===== config.mk =====
export PLATFORM = sky130hd
export DESIGN_NAME = pfdw_queue
export DESIGN_NICKNAME = d
export VERILOG_FILES = /design/src/rtl/pfdw_pkg.sv /design/src/rtl/pfdw_queue.sv
export SDC_FILE = /design/constraint.sdc
export NUM_CORES = 1
export LEC_CHECK = 0
export ABC_AREA = 1
export ABC_CLOCK_PERIOD_IN_PS = 2270
export BUFFER_PORTS_ARGS = -buffer_cell sky130_fd_sc_hd__buf_2
export CORE_ASPECT_RATIO = 1.1
export CORE_MARGIN = 1
export CORE_UTILIZATION = 45
export DETAILED_ROUTE_END_ITERATION = 10
export HOLD_SLACK_MARGIN = 0.12
export PLACE_DENSITY = 0.64
export SLEW_MARGIN = 20
export SYNTH_ARGS = -nofsm -noshare
export SYNTH_HDL_FRONTEND = slang
export SYNTH_SLANG_ARGS = --single-unit

===== constraint.sdc =====
create_clock -name clk_i -period 2.27 [get_ports clk_i]
set_input_delay 0.3405 -clock clk_i [delete_from_list [all_inputs] [get_ports clk_i]]
set_output_delay 0.3405 -clock clk_i [all_outputs]
set_load 0.005 [all_outputs]

===== src/rtl/pfdw_pkg.sv =====
// ----------------------------------------------------------------------------
// pfdw_pkg
// Types and constants shared by the panel frame diff writer modules.
// ----------------------------------------------------------------------------
package pfdw_pkg;

  // Field widths of the pixel and panel words
  localparam int unsigned REQ_W        = 1;
  localparam int unsigned COL_W        = 6;
  localparam int unsigned ROW_W        = 7;
  localparam int unsigned COLOR_W      = 3;
  localparam int unsigned PANEL_ADDR_W = COL_W + ROW_W;

  // Request codes
  localparam logic [REQ_W-1:0] REQ_PIXEL  = 1'b0;
  localparam logic [REQ_W-1:0] REQ_REDRAW = 1'b1;

  // Epoch tags kept next to each shown color; tag zero is never current
  localparam int unsigned        EPOCH_W     = 6;
  localparam logic [EPOCH_W-1:0] EPOCH_NONE  = '0;
  localparam logic [EPOCH_W-1:0] EPOCH_FIRST = EPOCH_W'(1);
  localparam logic [EPOCH_W-1:0] EPOCH_LAST  = '1;

  // Depth of the queue between front and back
  localparam int unsigned QUEUE_DEPTH = 4;

  // Input word
  typedef struct packed {
    logic [REQ_W-1:0]   req_type;
    logic [COL_W-1:0]   pixel_col;
    logic [ROW_W-1:0]   pixel_row;
    logic [COLOR_W-1:0] pixel_color;
  } pfdw_in_t;

  // Output word
  typedef struct packed {
    logic [PANEL_ADDR_W-1:0] panel_addr;
    logic [COLOR_W-1:0]      panel_data;
  } pfdw_out_t;

  // Classified job handed from front to back
  typedef struct packed {
    logic                    redraw;
    logic [PANEL_ADDR_W-1:0] panel_addr;
    logic [COLOR_W-1:0]      color;
  } pfdw_job_t;

  // Back-end status seen by the top level
  typedef struct packed {
    logic clearing;
    logic stage_busy;
  } pfdw_back_status_t;

endpackage


===== src/rtl/pfdw_queue.sv =====
// ----------------------------------------------------------------------------
// pfdw_queue
// Small register FIFO that decouples the front from the back.
// ----------------------------------------------------------------------------
module pfdw_queue import pfdw_pkg::*; #(
  parameter int unsigned W = 17
) (
  input  logic         clk_i,
  input  logic         rst_ni,
  input  logic         wr_valid_i,
  output logic         wr_ready_o,
  input  logic [W-1:0] wr_data_i,
  output logic         rd_valid_o,
  input  logic         rd_pop_i,
  output logic [W-1:0] rd_data_o
);

  localparam int unsigned PTR_W = $clog2(QUEUE_DEPTH);
  localparam int unsigned CNT_W = $clog2(QUEUE_DEPTH + 1);

  logic [W-1:0]     slot_q [QUEUE_DEPTH];
  logic [PTR_W-1:0] wr_ptr_q, rd_ptr_q;
  logic [CNT_W-1:0] count_q;
  logic             push, pop;

  assign wr_ready_o = (count_q != CNT_W'(QUEUE_DEPTH));
  assign rd_valid_o = (count_q != '0);
  assign rd_data_o  = slot_q[rd_ptr_q];
  assign push       = wr_valid_i && wr_ready_o;
  assign pop        = rd_pop_i && rd_valid_o;

  // Storage
  always_ff @(posedge clk_i) begin
    if (push) begin
      slot_q[wr_ptr_q] <= wr_data_i;
    end
  end

  // Pointers and fill count
  always_ff @(posedge clk_i or negedge rst_ni) begin
    if (!rst_ni) begin
      wr_ptr_q <= '0;
      rd_ptr_q <= '0;
      count_q  <= '0;
    end else begin
      if (push) begin
        wr_ptr_q <= (wr_ptr_q == PTR_W'(QUEUE_DEPTH - 1)) ? '0 : wr_ptr_q + 1'b1;
      end
      if (pop) begin
        rd_ptr_q <= (rd_ptr_q == PTR_W'(QUEUE_DEPTH - 1)) ? '0 : rd_ptr_q + 1'b1;
      end
      if (push && !pop) begin
        count_q <= count_q + 1'b1;
      end else if (pop && !push) begin
        count_q <= count_q - 1'b1;
      end
    end
  end

endmodule


## Word level (Yosys, flattened, before mapping)

Memory sizes are Yosys's and may differ from the RTL's.
Cells that the tools add are included.

| word-level totals | value |
|---|---|
| input bits | 21 |
| word-level logic and storage cells | 25 |
| register bits after elaboration | 7 |
| memories | 1 |
| bits in latches | 0 |
| output and inout port bits | 19 |
| memory bits (read-only) | 0 |
| memory bits (writable) | 68 |

| operators by class | value |
|---|---|
| multiplexer cells | 6 |
| reductions and logical operators | 8 |
| eq/ne operators | 3 |
| add/subtract/negate cells | 4 |
| $mul | 0 |
| bitwise operators | 0 |
| shift operators | 0 |
| divide/modulo/power cells | 0 |
| $lt $le $gt $ge | 0 |

Memories:

| memory | depth | width | read ports | clocked after memory_dff | wr ports | RTL line | text |
|---|---|---|---|---|---|---|---|
| slot_q | 4 | 17 | 1 | 0 | 1 | pfdw_queue.sv:21 | `logic [W-1:0] slot_q [QUEUE_DEPTH];` |

Operator list:

| cell | count |
|---|---|
| $mux W3 | 2 |
| $add A2 B1 Y2 const B | 2 |
| $eq A2 B2 Y1 const B | 2 |
| $logic_and A1 B1 Y1 | 4 |
| $mux W2 | 2 |
| $add A3 B1 Y3 const B | 1 |
| $ne A3 B3 Y1 const B | 1 |
| $reduce_bool A3 Y1 | 1 |
| $sub A3 B1 Y3 const B | 1 |
| $logic_not A1 Y1 | 2 |
| $mux W1 | 2 |
| $reduce_bool A2 Y1 | 1 |

## Logic depth before layout (Yosys ltp)

| depth | value |
|---|---|
| word-level depth | 6 |
| gate-level depth with buffers | 12 |
| depth with buffers taken out | 12 |

## Worst setup path before layout

Ideal clock, no wire load.

| timing | value |
|---|---|
| path kind | reg2reg |
| from | register count_q[0] |
| to | memory slot_q[0][0], enable pin |
| library setup time | 0.391 ns |
| cell stages (with the launch flop) | 5 |
| path buffers | 0 |
| data required time | 1.879 ns |
| period minus slack after synthesis | 1.813 ns |
| arrival time | 1.422 ns |
| path slack | 0.457 ns |
| cells stage by stage | dfrtp_1 inv_1 nand3_2 nand2_2 nor2_1 |

| on the way | value |
|---|---|
| word-level cells in the longest chain between the ends | 4 |

RTL lines:

| what | RTL line | text |
|---|---|---|
| start, declared | pfdw_queue.sv:23 | `logic [CNT_W-1:0] count_q;` |
| start signal, assigned | pfdw_queue.sv:53 | `count_q <= count_q + 1'b1;` |
| start signal, assigned | pfdw_queue.sv:55 | `count_q <= count_q - 1'b1;` |
| $ne A3 B3 Y1 | pfdw_queue.sv:26 | `assign wr_ready_o = (count_q != CNT_W'(QUEUE_DEPTH));` |
| via wr_ready_o | pfdw_queue.sv:11 | `output logic wr_ready_o,` |
| $logic_and A1 B1 Y1 | pfdw_queue.sv:29 | `assign push = wr_valid_i && wr_ready_o;` |
| $mux W1 | pfdw_queue.sv:34 | `if (push) begin` |
| $mux W1 (implied by the code) | pfdw_queue.sv:35 | `slot_q[wr_ptr_q] <= wr_data_i;` |
| end, declared | pfdw_queue.sv:21 |  |

The timed path passes the listed nets, and every way through them passes these cells.

## Worst setup path after layout

| timing | value |
|---|---|
| from | register rd_ptr_q[1] |
| to | output port rd_data_o[15] |

| on the way | value |
|---|---|
| word-level cells in the longest chain between the ends | 1 |

RTL lines:

| what | RTL line | text |
|---|---|---|
| start, declared | pfdw_queue.sv:22 | `logic [PTR_W-1:0] wr_ptr_q, rd_ptr_q;` |
| start signal, assigned | pfdw_queue.sv:50 | `rd_ptr_q <= (rd_ptr_q == PTR_W'(QUEUE_DEPTH - 1)) ? '0 : rd_ptr_q + 1'b1;` |
| $mem_v2 Z4 W17 | n/a |  |
| end, declared | pfdw_queue.sv:15 | `output logic [W-1:0] rd_data_o` |

No other way between the ends.

==> results.sh <==
export IMPL_diodes=0
export IMPL_post_cts_setup_buffers=0
export IMPL_rsz0062_at_grt="false"
export IMPL_initialDrtViolationCount=83
export IMPL_htreeDepth=3
export IMPL_grt_overflow=0
export IMPL_synth_top_area_frac=0.634
export IMPL_setup_viol=0
export IMPL_seqCellArea_sq_um=2220
export IMPL_die_y_um=90.7
export IMPL_netlist_instances=257
export IMPL_ant_nets=0
export IMPL_insertion_delay_ns=0.35
export IMPL_fin_nets=334
export IMPL_outcome="complete, no violations"
export IMPL_grt_max_degree=37
export IMPL_p_leak_uw=0.00154
export IMPL_cts_root_buffer="clkbuf_8"
export IMPL_post_dp_cell_area_sq_um=3490
export IMPL_cts_hold_buf=1
export IMPL_min_delay_path_class="input pin to register"
export IMPL_cp_end_kind="output port"
export IMPL_routedWlPerCell_um=13.6
export IMPL_dpl_hpwl_mm=3.43
export IMPL_async_flop_share=0.0933
export IMPL_slew_headroom=0.612
export IMPL_syn_area_per_cell_sq_um=12.5
export IMPL_synth_seq_area_share=0.688
export IMPL_ys_warn_count=0
export IMPL_syn2layout_area_growth_pct=14.6
export IMPL_wl_mm=5.36
export IMPL_io_pins=40
export IMPL_via_per_inst=4.94
export IMPL_critical_path_required_ns=1.93
export IMPL_path_class="register to output port"
export IMPL_start_util=0.477
export IMPL_cts_made_buffers=9
export IMPL_synth_area_leaders="edfxtp_1, nand2_1, o211ai_1, inv_1, dfrtp_1"
export IMPL_hold_violations=0
export IMPL_detail_route_first_pass_iterations=5
export IMPL_slew_viol_final=0
export IMPL_netlist_area_sq_um=3220
export IMPL_cap_violations=0
export IMPL_finalCritPeriodShare=0.884
export IMPL_core_area_sq_um=6750
export IMPL_yosysMostFrequentCell="edfxtp_1"
export IMPL_clkTransAtPathRegs_ns=0.08
export IMPL_synth_nets=285
export IMPL_tightest_slew_ns=0.582
export IMPL_fin_cells=393
export IMPL_clock_skew_ns=0.00706
export IMPL_io_buffers=39
export IMPL_fin_crit_ns=2.01
export IMPL_track_usage=0.161
export IMPL_rows=31
export IMPL_antenna_found_initial=0
export IMPL_multi_input_area_sq_um=711
export IMPL_drive_gt1_frac=0.241
export IMPL_fill_cells=571
export IMPL_path_max_fanout=12
export IMPL_place_congestion=0.718
export IMPL_fmax_mhz=498
export IMPL_synth_distinct_cells=19
export IMPL_drcViolationCount=0
export IMPL_grt_pass1_wl_mm=8.49
export IMPL_dp_cells=376
export IMPL_first_global_vias=1820
export IMPL_ctsResizeCount=0
export IMPL_hold_ws_ns=0.201
export IMPL_vias=1940
export IMPL_dieArea_sq_um=7500
export IMPL_clock_path_buffers=2
export IMPL_critPathLaunchType="register"
export IMPL_fin_util=0.547
export IMPL_yosysTopAreaCell="edfxtp_1"
export IMPL_design_area_sq_um=3690
export IMPL_cts_tree="built"
export IMPL_synthTopCellsByCount="edfxtp_1, nand2_1, inv_1"
export IMPL_tns_ns=0
export IMPL_clkSinkCount=75
export IMPL_power_density_nw_per_um2=1220
export IMPL_vdd_drop_max_mv=0.643
export IMPL_ys_seq_elements=75
export IMPL_worstPathArrival_ns=1.67
export IMPL_die_w_um=82.7
export IMPL_synth_edf_count=68
export IMPL_yosys_most_used_dff="edfxtp_1"
final cells by class:
type,count,share of cell area
Inverter,48,0.0495
Timing Repair Buffer,49,0.0773
Multi-Input combinational cell,123,0.193
Clock buffer,10,0.0346
Clock inverter,6,0.0173
Tap cell,82,0.0278
Sequential cell,75,0.601
cell usage in the layout, fill, tap and decap left out, drive strengths merged:
master       synthesis  routed
nand3                7       7
clkinv               0       2
dfrtp                7       7
o21ai                1       1
xnor2                1       1
o211ai              34      34
nor2                 6       6
bufinv               0       1
edfxtp              68      68
clkbuf               0      10
nand4                1       1
nand2               66      66
fa                   1       1
ha                   6       6
inv                 48      49
clkinvlp             0       2
dlygate4sd3          0       1
buf                 11      48
power breakdown:
group	leakage, uW	switching (uW)	internal (uW)	total (uW)
Combinational	0.000742	922	615	1540
Sequential	0.000707	151	1830	1980
Clock	0.0000927	487	508	995
Total	0.00154	1560	2950	4510
registers in the layout (all words and copies together), names as in the netlist:
signal,count
slot_q,68
rd_ptr_q,2
wr_ptr_q,2
count_q,3
metrics by stage:
step / power (uW) / worst slack [ns]
after floorplan: 3130 / 0.457
after global placement: 3540 / 0.461
after detailed placement: 3580 / 0.397
after CTS: 4580 / 0.253
after global routing: 4840 / 0.151
final: 4510 / 0.263
worst max-delay path, stage by stage, from the launching register on:
cell      delay (ns)
dfrtp_1         0.71
buf_4           0.30
o211ai_1        0.12
nand2_1         0.08
buf_2           0.11
path summary, 6_finish.rpt:
path,to,slack [ns],depth (start not counted),start
max,rd_data_o[15],0.26,4,rd_ptr_q[1]
min reg2reg,count_q[2],0.53,2,count_q[2]
max in group asynchronous,rd_ptr_q[0],1.75,2,rst_ni
min in group asynchronous,count_q[0],0.35,2,rst_ni
max reg2reg,count_q[1],0.40,9,count_q[0]
min,slot_q[0][7],0.20,1,wr_data_i[7]
cell families (layout without fill, tap and decap cells):
kind of cell | after synthesis | count (layout) | share of synthesized area
adder cells (fa/ha/maj) | 7 | 7 | 0.0295
AO/OA/AOI/OAI | 35 | 35 | 0.0839
XOR/XNOR | 1 | 1 | 0.00272
AND/OR/NAND/NOR | 80 | 80 | 0.101
flip-flops | 75 | 75 | 0.688
buffers and inverters | 59 | 113 | 0.0940
per-layer routing:
layer / track usage / vias to the layer above / routed length (um)
li1: - / 968 / -
met1: 0.198 / 917 / 2350
met2: 0.253 / 45 / 2630
met3: 0.0485 / 10 / 270
met4: 0.0805 / 0 / 104
met5: 0 / - / 0
Note: power is estimated with default switching activity, not from simulation.
