$ cat config.mk
export PLATFORM = sky130hd
export DESIGN_NAME = pfdw_front
export DESIGN_NICKNAME = d
export VERILOG_FILES = /design/src/rtl/pfdw_pkg.sv /design/src/rtl/pfdw_front.sv
export SDC_FILE = /design/constraint.sdc
export NUM_CORES = 1
export LEC_CHECK = 0
export ABC_AREA = 1
export BUFFER_PORTS_ARGS = -buffer_cell sky130_fd_sc_hd__buf_2
export CAP_MARGIN = 20
export CORE_ASPECT_RATIO = 0.75
export CORE_MARGIN = 2
export CORE_UTILIZATION = 34
export CTS_BUF_LIST = sky130_fd_sc_hd__clkbuf_16
export DETAILED_ROUTE_END_ITERATION = 10
export PLACE_DENSITY_LB_ADDON = 0.2
export SLEW_MARGIN = 15
export SYNTH_ARGS = -nofsm -noshare
export SYNTH_HDL_FRONTEND = slang
export SYNTH_SLANG_ARGS = --single-unit
$ cat constraint.sdc
create_clock -name clk_i -period 1.4 [get_ports clk_i]
set_input_delay 0.14 -clock clk_i [delete_from_list [all_inputs] [get_ports clk_i]]
set_output_delay 0.14 -clock clk_i [all_outputs]
set_load 0.02 [all_outputs]
$ cat src/rtl/pfdw_pkg.sv
// ----------------------------------------------------------------------------
// pfdw_pkg
// Types and constants shared by the panel frame diff writer modules.
// ----------------------------------------------------------------------------
package pfdw_pkg;

  // Field widths of the pixel and panel words
  localparam int unsigned REQ_W        = 1;
  localparam int unsigned COL_W        = 6;
  localparam int unsigned ROW_W        = 7;
  localparam int unsigned COLOR_W      = 3;
  localparam int unsigned PANEL_ADDR_W = COL_W + ROW_W;

  // Request codes
  localparam logic [REQ_W-1:0] REQ_PIXEL  = 1'b0;
  localparam logic [REQ_W-1:0] REQ_REDRAW = 1'b1;

  // Epoch tags kept next to each shown color; tag zero is never current
  localparam int unsigned        EPOCH_W     = 6;
  localparam logic [EPOCH_W-1:0] EPOCH_NONE  = '0;
  localparam logic [EPOCH_W-1:0] EPOCH_FIRST = EPOCH_W'(1);
  localparam logic [EPOCH_W-1:0] EPOCH_LAST  = '1;

  // Depth of the queue between front and back
  localparam int unsigned QUEUE_DEPTH = 4;

  // Input word
  typedef struct packed {
    logic [REQ_W-1:0]   req_type;
    logic [COL_W-1:0]   pixel_col;
    logic [ROW_W-1:0]   pixel_row;
    logic [COLOR_W-1:0] pixel_color;
  } pfdw_in_t;

  // Output word
  typedef struct packed {
    logic [PANEL_ADDR_W-1:0] panel_addr;
    logic [COLOR_W-1:0]      panel_data;
  } pfdw_out_t;

  // Classified job handed from front to back
  typedef struct packed {
    logic                    redraw;
    logic [PANEL_ADDR_W-1:0] panel_addr;
    logic [COLOR_W-1:0]      color;
  } pfdw_job_t;

  // Back-end status seen by the top level
  typedef struct packed {
    logic clearing;
    logic stage_busy;
  } pfdw_back_status_t;

endpackage

$ cat src/rtl/pfdw_front.sv
// ----------------------------------------------------------------------------
// pfdw_front
// Accepts pixel words, drops out-of-range pixels, computes the store index
// and the panel address, and holds the row offset register.
// ----------------------------------------------------------------------------
module pfdw_front import pfdw_pkg::*; #(
  parameter int unsigned VIEW_COLS = 64,
  parameter int unsigned VIEW_ROWS = 128,
  parameter int unsigned IDX_W     = 13
) (
  input  logic             clk_i,
  input  logic             rst_ni,
  input  logic             in_valid_i,
  output logic             in_ready_o,
  input  pfdw_in_t         in_data_i,
  input  logic             cfg_we_i,
  input  logic [ROW_W-1:0] cfg_data_i,
  output logic             push_valid_o,
  input  logic             push_ready_i,
  output logic [IDX_W-1:0] push_idx_o,
  output pfdw_job_t        push_job_o
);

  logic [ROW_W-1:0] row_offset_q;
  logic             is_redraw;
  logic             in_range;
  logic [ROW_W-1:0] panel_x;
  logic [COL_W-1:0] col_inv;

  // Row offset register
  always_ff @(posedge clk_i or negedge rst_ni) begin
    if (!rst_ni) begin
      row_offset_q <= '0;
    end else if (cfg_we_i) begin
      row_offset_q <= cfg_data_i;
    end
  end

  // Classify
  assign is_redraw = (in_data_i.req_type == REQ_REDRAW);
  assign in_range  = (32'(in_data_i.pixel_col) < VIEW_COLS) &&
                     (32'(in_data_i.pixel_row) < VIEW_ROWS);

  // Panel address: mirrored column on the high bits, wrapped row below
  assign panel_x = in_data_i.pixel_row + row_offset_q;
  assign col_inv = COL_W'(VIEW_COLS - 32'd1 - 32'(in_data_i.pixel_col));

  assign push_idx_o = IDX_W'(32'(in_data_i.pixel_row) * VIEW_COLS +
                             32'(in_data_i.pixel_col));
  assign push_job_o = '{redraw:     is_redraw,
                        panel_addr: {col_inv, panel_x},
                        color:      in_data_i.pixel_color};

  // Out-of-range pixels are taken but never queued
  assign in_ready_o   = push_ready_i;
  assign push_valid_o = in_valid_i && (is_redraw || in_range);

endmodule

-- Word level (Yosys, flattened, before mapping)
Cells that the tools add are included.
- word-level logic and storage cells: 4
- bits in registers: 7
- bits of input ports: 29
- output and inout bits: 32
- bits in latches: 0
- memories: 0
- memory bits (writable): 0
- bits in read-only memories: 0
- magnitude comparators: 0
- div/mod/pow operators: 0
- shift operators: 0
- reductions and logical operators: 0
- $add $sub $neg: 3
- mux-type cells: 0
- bitwise operators: 0
- multiply operators: 0
- equality and inequality tests: 0
- operators by type and width (cell ; number):
    $add A13 B6 Y13 ; 1
    $add A7 B7 Y7 ; 1
    $sub A6 B6 Y6 const A ; 1

-- Depth between registers and ports, before layout
Gate-level depths: netlist of the first run.
- word-level depth: 1
- gate-level depth with buffers: 9
- mapped depth without buffers: 9

-- Worst setup path before layout of the first run
No wires, ideal clock.
- kind: flip-flop to output port
- from: register row_offset_q[0]
- to: output push_job_o[7] (netlist name)
- path slack: -261 ps
- data arrival time: 1521 ps
- buffers on the path: 0
- required time: 1260 ps
- cell stages (with the launch flop): 9
- cells stage by stage: dfrtp_1 > ha_1 > inv_1 > fa_1 > inv_1 > nand2_1 > nand2_1 > nand2_1 > xnor2_1
- RTL lines (item ; line ; RTL):
    start, declared ; pfdw_front.sv:24 ; logic [ROW_W-1:0] row_offset_q;
    start signal, assigned ; pfdw_front.sv:35 ; row_offset_q <= cfg_data_i;
    end, declared ; pfdw_front.sv:21 ; output pfdw_job_t push_job_o

==> results.cfg, run 1 <==
[synth]
synth_mux_area_share_pct = 9.359
synth_compound_area_share_pct = 2.080
seq_area_frac_synth_pct = 24.26
synth_largest_area_cell = dfrtp_1
synth_top_cells_by_area = dfrtp_1, buf_4, nand2_1, ha_1, inv_1
yosysTopAreaCellShare_pct = 24.26
synth-xor-area-share_pct = 4.853
synth_fp_nets = 131
ys_ff_latch = 7
synth_top_family_by_area = buffers and inverters
synth_area_um2 = 721.9
synth_cell_type_count = 14
synth_cells = 95
synthAdderAreaFrac_pct = 13.17
syn_avg_cell_area_um2 = 7.599
yosys_warnings = 0
synthSimpleGateAreaFrac_pct = 15.94

[hold_path]
worstHoldPathCells = 3
whs_endpoint = row_offset_q[1]$_DFFE_PN0P_
hp-start = cfg_data_i[1]
min_path_type = in -> reg

[floorplanning]
fp.dieW_um = 57.21
design.die.area_um2 = 2512
core_area_um2 = 2014
ios = 61
fp-row-count = 14
initial_core_util_pct = 35.84
dieHeight_um = 43.91

[cells_and_area]
stdcell_count = 164
drive_gt1_share_pct = 63.57
largest-register = row_offset_q
final_cell_mix = buf_2, inv_1, nand2_1
largest_reg_flops = 7
nNetsFinal = 177
final_common_cell = buf_2
reg_top3 = row_offset_q: 7 flops
syn2layout_area_growth_pct = 62.39
diodes = 0

[critical_path]
cp_data_required_time_ns = 1.26
r2r-start = row_offset_q[0]$_DFFE_PN0P_
worstPathMaxFanout = 2
crit_type = reg -> out
rr_endpoint = row_offset_q[0]$_DFFE_PN0P_
reg2reg_setup_slack_ns = 0.41
worstPathArrival_ns = 1.67
r2r_cells = 3
critical_path.endpoint_type = output pin
crit_path_frequent_cell = nand2_2
critPathLaunchType = flop
cpMaxStageDelayCell = dfrtp_1
cp_slowest_stage_delay_ns = 0.34
path_cells = ha_2 -> inv_2 -> fa_2 -> inv_2 -> nand2_2 -> nand2_2 -> nand2_2 -> xnor2_4 -> buf_6

[route]
wl_met1_um = 612
drt-total-wl_mm = 1.464
ant_nets = 0
drtIter0Drc = 2
highest_layer = met4
wl_per_cell_um = 8.927
num_vias = 686
drt_first_pass_iters = 2
drcViolationCount = 0
via_per_inst = 4.183
wl_met2_um = 738
wl_met3_um = 101

[power_and_ir_drop]
p_per_area_nw_per_um2 = 1119
p_leak_uw = 0.0006621
peakVddDrop_mv = 1.170
total_power_uw = 1312

[timing]
slew_violations = 0
hold_viol = 0
max_slew_margin_pct = 86.86
grt_setup_unrepaired = true
worst_pin_slew_ns = 0.1971
finClkSkew_ns = 0
fin_ws_ns = -0.4063
clock.fmax_ghz = 0.5536
min_period_ns = 1.806
fin_tns_setup_ns = -1.761
finalSetupViolCount = 6
fin_crit_sh_pct = 129.0
holdWs_ns = 0.1334

[global_routing]
grt_max_degree = 9
overflow = 0
grt_pass1_wl_mm = 2.214
grt_pass1_vias = 569
grtUsageTotal_pct = 11.00
antenna_found_initial = 0

[flow_run]
max_cap_violations = 0

[place]
hpwl_mm = 1.265
dpl.cell_count = 156
gp_congestion = 0.8042
port_buffers = 48

[status]
status = finished, violations left
violations = setup timing

[cts]
h-tree-depth = 1
clk_pin_slew_ns = 0.03
cts_sinks = 7
cts_root_buffer = clkbuf_16
clk_path_buf_depth = 2
cts_tree = built
clock_latency_ns = 0.22
cts_inserted_buffers = 3
[cell usage after synthesis]
library cell and instances:
ha_1 6, fa_1 1, nand2_1 21, nor2_1 3, o21ai_0 1, xor2_1 1
inv_1 19, a21oi_1 2, buf_4 19, dfrtp_1 7, buf_2 1, nand3_1 5
xnor2_1 3, mux2_2 6
[logic make-up (layout without fill, tap and decap cells)]
logic type	Yosys count	after routing
AOI/OAI and AO/OA	3	3
adders and majority gates	7	7
buffers and inverters	39	84
DFF	7	7
xor gates and xnor gates	4	4
and+or+nand+nor	29	29
muxes	6	6
[critical path, delay by kind of cell, from the launching register on]
family	cells	cell delay, ns
AND/OR/NAND/NOR	3	0.19
buffers and inverters	3	0.24
XOR/XNOR	1	0.14
flip-flops	1	0.34
adder cells (fa/ha/maj)	2	0.53
[how the worst max path moves through the flow]
stage,start,endpoint,slack [ns]
2_1_floorplan,row_offset_q[0]$_DFFE_PN0P_,push_job_o[7],-0.1
3_3_place_gp,row_offset_q[0]$_DFFE_PN0P_,push_job_o[7],-0.22
3_5_place_dp,row_offset_q[0]$_DFFE_PN0P_,push_job_o[7],-0.26
4_1_cts,row_offset_q[0]$_DFFE_PN0P_,push_job_o[7],-0.43
5_1_grt,row_offset_q[0]$_DFFE_PN0P_,push_job_o[7],-0.49
6_report,row_offset_q[0]$_DFFE_PN0P_,push_job_o[7],-0.41
[layout make-up]
type | instances | area, um^2
clock inverters | 1 | 3.754
repair buffers | 61 | 377.9
clock buffers | 3 | 75.07
well taps | 24 | 30.03
flip-flops and latches | 7 | 175.2
fillers | 179 | 842.1
inverters | 19 | 71.32
multi-input cells | 49 | 439.2
[power by group]
| group | total, uW | internal, uW | switching (uW) | leakage (uW) |
|---|---|---|---|---|
| sequential | 240 | 224 | 16.7 | 0.0000823 |
| combinational | 608 | 308 | 300 | 0.000538 |
| clock | 464 | 370 | 94.3 | 0.0000423 |
| total | 1310 | 901 | 411 | 0.000662 |
[per-stage QoR]
step	util, %	worst slack (ns)	instance area, um^2
floorplan	-	-0.09783	748.2
global placement	46.58	-0.2160	938.4
detailed placement	46.58	-0.2638	938.4
CTS	55.59	-0.4318	1120
global route	58.20	-0.4896	1172
finish	58.20	-0.4063	1172
[per-layer routing]
metal,vias up,track usage [%]
met4,0,4.186
li1,358,-
met1,300,12.59
met3,6,1.791
met5,-,0
met2,22,20.69
[timing repair]
item	CTS	global route
setup buffers	2	2
hold endpoints to repair	7	0
setup endpoints to repair	6	6
hold buffers	1	0
pin swaps	7	4
gates resized for setup	20	9
(Power assumes the default switching activity.)
==> run 2: changes to the inputs <==
- SETUP_SLACK_MARGIN: not set -> 0.4
- clock period: 1.4 -> 1.5 ns (I/O delays scaled with it)
==> run 2 against run 1 <==
Effect of this change:
- critical endpoint is now push_job_o[5]
- largest power group unchanged
- utilization rose by 3.9 points
- design area is 6.7% higher
- largest cell class unchanged
- routed wire length grew 9.8%
- critical path type unchanged
- the run still ends with setup timing left
==> results.cfg, run 2 (same netlist as run 1, synthesis figures left out) <==
[status]
status = finished, violations left
violations = setup timing

[global_routing]
grt_pass1_vias = 612
grt_pass1_wl_mm = 2.387
overflow = 0
use_met2_pct = 21.38
grtUsageTotal_pct = 12.29
antenna_found_initial = 0
use_met3_pct = 3.582
grt_max_degree = 9
gr-max-usage-layer = met2
gr-usage-met1_pct = 14.50

[place]
port_buffers = 48
hpwl_mm = 1.252
gp_congestion = 0.7585
place_area_um2 = 967.2
dpl.cell_count = 152
pre_cts_ws_ns = -0.1771

[power_and_ir_drop]
p_per_area_nw_per_um2 = 1040
p_leak_uw = 0.0006844
peakVddDrop_mv = 1.212
total_power_uw = 1302

[critical_path]
path_buf_inv = 4
crit_path_frequent_cell = buf_4
worstPathMaxFanout = 2
cpMaxStageDelayCell = fa_2
crit_type = reg -> out
rr_endpoint = row_offset_q[0]$_DFFE_PN0P_
critical_path.endpoint_type = output pin
worstSetupPathDepth = 7
r2r_cells = 2
critPathLaunchType = flop
reg2reg_setup_slack_ns = 0.59
path_cells = ha_4 -> inv_2 -> fa_2 -> buf_4 -> buf_4 -> xnor2_2 -> buf_4
r2r-start = row_offset_q[0]$_DFFE_PN0P_
path_delay_family = adder cells
worstPathArrival_ns = 1.75
cp_data_required_time_ns = 1.35
cp_slowest_stage_delay_ns = 0.40

[cts]
clk_pin_slew_ns = 0.04
cts_tree = built
h-tree-depth = 1
cts_sinks = 7
cts_root_buffer = clkbuf_16
clk_path_buf_depth = 2
cts_inserted_buffers = 3
clock_latency_ns = 0.23

[timing]
clock.fmax_ghz = 0.5267
slew_violations = 0
min_period_ns = 1.899
finalSetupViolCount = 6
fin_crit_sh_pct = 126.6
grt_setup_unrepaired = true
hold_viol = 0
worst_pin_slew_ns = 0.2626
fin_ws_ns = -0.3987
finClkSkew_ns = 0
max_slew_margin_pct = 82.50

[floorplanning]
initial_core_util_pct = 35.84
fp.dieW_um = 57.21
dieHeight_um = 43.91
design.die.area_um2 = 2512
fp-row-count = 14
ios = 61
core_area_um2 = 2014

[cells_and_area]
syn2layout_area_growth_pct = 73.31
n_fill_cell = 190
largest-register = row_offset_q
reg_top3 = row_offset_q: 7 flops
nNetsFinal = 176
fin_area_um2 = 1251
final-seq-area_um2 = 175.2
multi_input_area_um2 = 515.5
stdcell_count = 163
largest_reg_flops = 7
post-route-util_pct = 62.11
diodes = 0
drive_gt1_share_pct = 69.78
final_cell_mix = buf_2, inv_1, nand2_1, buf_4, buf_6
final_common_cell = buf_2

[route]
num_vias = 684
via_per_inst = 4.196
drtIter0Drc = 4
wl_per_cell_um = 9.865
drt-total-wl_mm = 1.608
drcViolationCount = 0
ant_nets = 0
drt_first_pass_iters = 4

[hold_path]
hp-start = cfg_data_i[1]
whs_endpoint = row_offset_q[1]$_DFFE_PN0P_
worstHoldPathCells = 3
min_path_type = in -> reg

[flow_run]
max_cap_violations = 0
## run 2: changes by cell type in the layout (fill, tap and decap cells not counted), moves of 2 or more
cell and delta:
nand2_1 -5, buf_4 -2, buf_6 +2, nand2_4 +4
## run 2: what timing repair did
action                                 in CTS  in global routing
hold buffers                                1                  0
pin swaps                                   6                 10
endpoints found under the hold margin       7                  0
buffers inserted                            2                  4
setup endpoints to repair                   7                  7
gates resized for setup                    24                 12
## run 2: worst max path at each step
stage                                     start             to  slack [ns]
global route        row_offset_q[0]$_DFFE_PN0P_  push_job_o[7]       -0.46
global placement    row_offset_q[0]$_DFFE_PN0P_  push_job_o[7]       -0.14
floorplan           row_offset_q[0]$_DFFE_PN0P_  push_job_o[7]      -0.005
finish              row_offset_q[0]$_DFFE_PN0P_  push_job_o[5]       -0.40
CTS                 row_offset_q[0]$_DFFE_PN0P_  push_job_o[7]       -0.36
detailed placement  row_offset_q[0]$_DFFE_PN0P_  push_job_o[7]       -0.18
## run 2: cell type report
class | instances | area share [%]
clock inverter | 1 | 0.3000
multi-input combinational | 49 | 41.20
clock buffer | 3 | 6.000
sequential | 7 | 14.00
inverter | 19 | 5.700
tap | 24 | 2.400
timing repair buffer | 60 | 30.40
## run 2: through the flow
step	TNS, ns	hold slack, ns
6_report	-1.634	0.1440
5_1_grt	-1.957	0.1610
4_1_cts	-1.252	0.1431
3_5_place_dp	-0.2924	-0.01291
3_3_place_gp	-0.2319	-0.01092
2_1_floorplan	-0.005029	-0.1456
## run 2: worst reg2reg max path, delay by kind of cell, from the launching register on
family / cells / cell delay [ns]
mux: 1 / 0.25
buf+inv: 1 / 0.15
flops: 1 / 0.40
## run 2: power breakdown
| part | switching (uW) | internal [uW] |
|---|---|---|
| clock | 95.2 | 346 |
| sequential | 17.8 | 209 |
| combinational | 316 | 318 |
## run 2: layer usage
layer	up-vias	wire length, um
met5	-	0
met4	0	14
met3	4	139
met2	35	760
met1	291	693
li1	354	-
==> run 3: changes to the inputs <==
- CORE_UTILIZATION: 34 -> 35
- CTS_BUF_LIST: sky130_fd_sc_hd__clkbuf_16 -> sky130_fd_sc_hd__clkbuf_2
==> run 3 against run 2 <==
Effect of this change:
- the run still ends with setup timing left
- final cell count is 1.2% lower
- critical path depth is 2 higher
- die area is 2.6% lower
- setup slack better by 0.027 ns
- global-route usage is 1.7 points higher
- sequential power hardly changed
- sequential share of layout area is 1.4 points higher
- total power is 27% lower
- highest routed layer unchanged
==> results.cfg, run 3 (same netlist as run 1, synthesis figures left out) <==
[status]
status = finished, violations left
violations = setup timing

[timing]
fin_crit_sh_pct = 124.8
max_slew_margin_pct = 87.80
clock.fmax_ghz = 0.5343
hold_viol = 0
fin_tns_setup_ns = -1.479
slew_violations = 0
finClkSkew_ns = 0
holdWs_ns = 0.1313
grt_setup_unrepaired = true
finalSetupViolCount = 6
min_period_ns = 1.872
fin_ws_ns = -0.3717
worst_pin_slew_ns = 0.1817

[critical_path]
crit_start = row_offset_q[0]$_DFFE_PN0P_
crit_path_frequent_cell = nand2_2
path_cells = ha_4 -> inv_2 -> fa_2 -> inv_2 -> nand2_2 -> nand2_2 -> nand2_2 -> xnor2_4 -> buf_6
critPathLaunchType = flop
path_buf_inv = 3
worstPathArrival_ns = 1.72
cp_slowest_stage_delay_ns = 0.39
r2r-start = row_offset_q[0]$_DFFE_PN0P_
critical_path.endpoint_type = output pin
cpMaxStageDelayCell = dfrtp_1
worstPathMaxFanout = 2
path_delay_family = adder cells
cp_data_required_time_ns = 1.35
crit_type = reg -> out

[flow_run]
max_cap_violations = 0

[cts]
clock_latency_ns = 0.22
clk_path_buf_depth = 2
cts_tree = built
h-tree-depth = 1
clk_pin_slew_ns = 0.07
cts_sinks = 7
cts_inserted_buffers = 3
cts_root_buffer = clkbuf_2

[hold_path]
hp-start = cfg_data_i[1]
min_path_type = in -> reg

[floorplanning]
initial_core_util_pct = 36.47
fp.dieW_um = 56.44
fp-row-count = 14
design.die.area_um2 = 2446
ios = 61
dieHeight_um = 43.33
core_area_um2 = 1979

[cells_and_area]
final_common_cell = buf_2
diodes = 0
nNetsFinal = 174
largest-register = row_offset_q
largest_reg_flops = 7
syn2layout_area_growth_pct = 58.06
reg_top3 = row_offset_q: 7 flops
drive_gt1_share_pct = 65.69
final_cell_mix = buf_2, inv_1, nand2_1

[power_and_ir_drop]
p_leak_uw = 0.0006350
peakVddDrop_mv = 0.5047
p_per_area_nw_per_um2 = 835.7

[route]
via_per_inst = 4.311
drt_first_pass_iters = 2
ant_nets = 0
drt-total-wl_mm = 1.562
num_vias = 694
drcViolationCount = 0
wl_per_cell_um = 9.702
drtIter0Drc = 2

[global_routing]
grt_pass1_vias = 665
grt_pass1_wl_mm = 2.663
grt_max_degree = 9
antenna_found_initial = 0
grtUsageTotal_pct = 13.98
overflow = 0

[place]
port_buffers = 48
gp_congestion = 0.8381
pre_cts_ws_ns = -0.2164
hpwl_mm = 1.259
==> run 3: stage by stage <==
stage                     std cells  utilization, %  instance area (um^2)  power (uW)
after detailed placement        152           48.86                 967.2       708.9
after CTS                       159           55.75                  1104       940.1
after floorplan                  95               -                 807.0       605.0
after global routing            161           57.65                  1141        1040
after global placement          152           48.86                 967.2       700.8
final                           161           57.65                  1141       953.6
==> run 3: layout make-up <==
type / count / area (um^2)
multi-input cells: 49 / 475.5
fillers: 183 / 838.3
clock buffers: 4 / 20.02
flip-flops and latches: 7 / 175.2
repair buffers: 58 / 369.1
well taps: 24 / 30.03
inverters: 19 / 71.32
==> run 3: per-layer routing <==
metal	track usage (%)	wire [um]
met1	14.39	597
met2	27.91	817
met3	1.791	127
met4	7.143	20
met5	0	0
==> run 3: timing repair <==
action	4_1_cts	5_1_grt
buffers inserted	2	2
endpoints found under the hold margin	7	0
gates resized for setup	25	4
setup endpoints to repair	7	7
pin swaps	8	6
hold buffers	1	0
==> run 3: power breakdown <==
group          leakage [uW]  switching, uW  total [uW]  internal [uW]
clock network     0.0000166           61.5         132           70.8
logic              0.000536            296         596            300
registers         0.0000823           17.6         225            208
==> run 3: tightest hold or removal path, delay by kind of cell <==
family,cells,cell delay (ns)
AO/OA/AOI/OAI,1,0.06
buffers and inverters,1,0.07
AND/OR/NAND/NOR,1,0.04
==> run 3: final timing paths <==
check | slack [ns] | cells past startpoint | to
worst max-delay path | -0.37 | 9 | push_job_o[7]
worst min register to register | 0.53 | 1 | row_offset_q[5]$_DFFE_PN0P_
worst min-delay path | 0.13 | 3 | row_offset_q[1]$_DFFE_PN0P_
min in group asynchronous | 0.28 | 2 | row_offset_q[3]$_DFFE_PN0P_
worst max register to register | 0.58 | 2 | row_offset_q[0]$_DFFE_PN0P_
max in group asynchronous | 1.06 | 2 | row_offset_q[4]$_DFFE_PN0P_
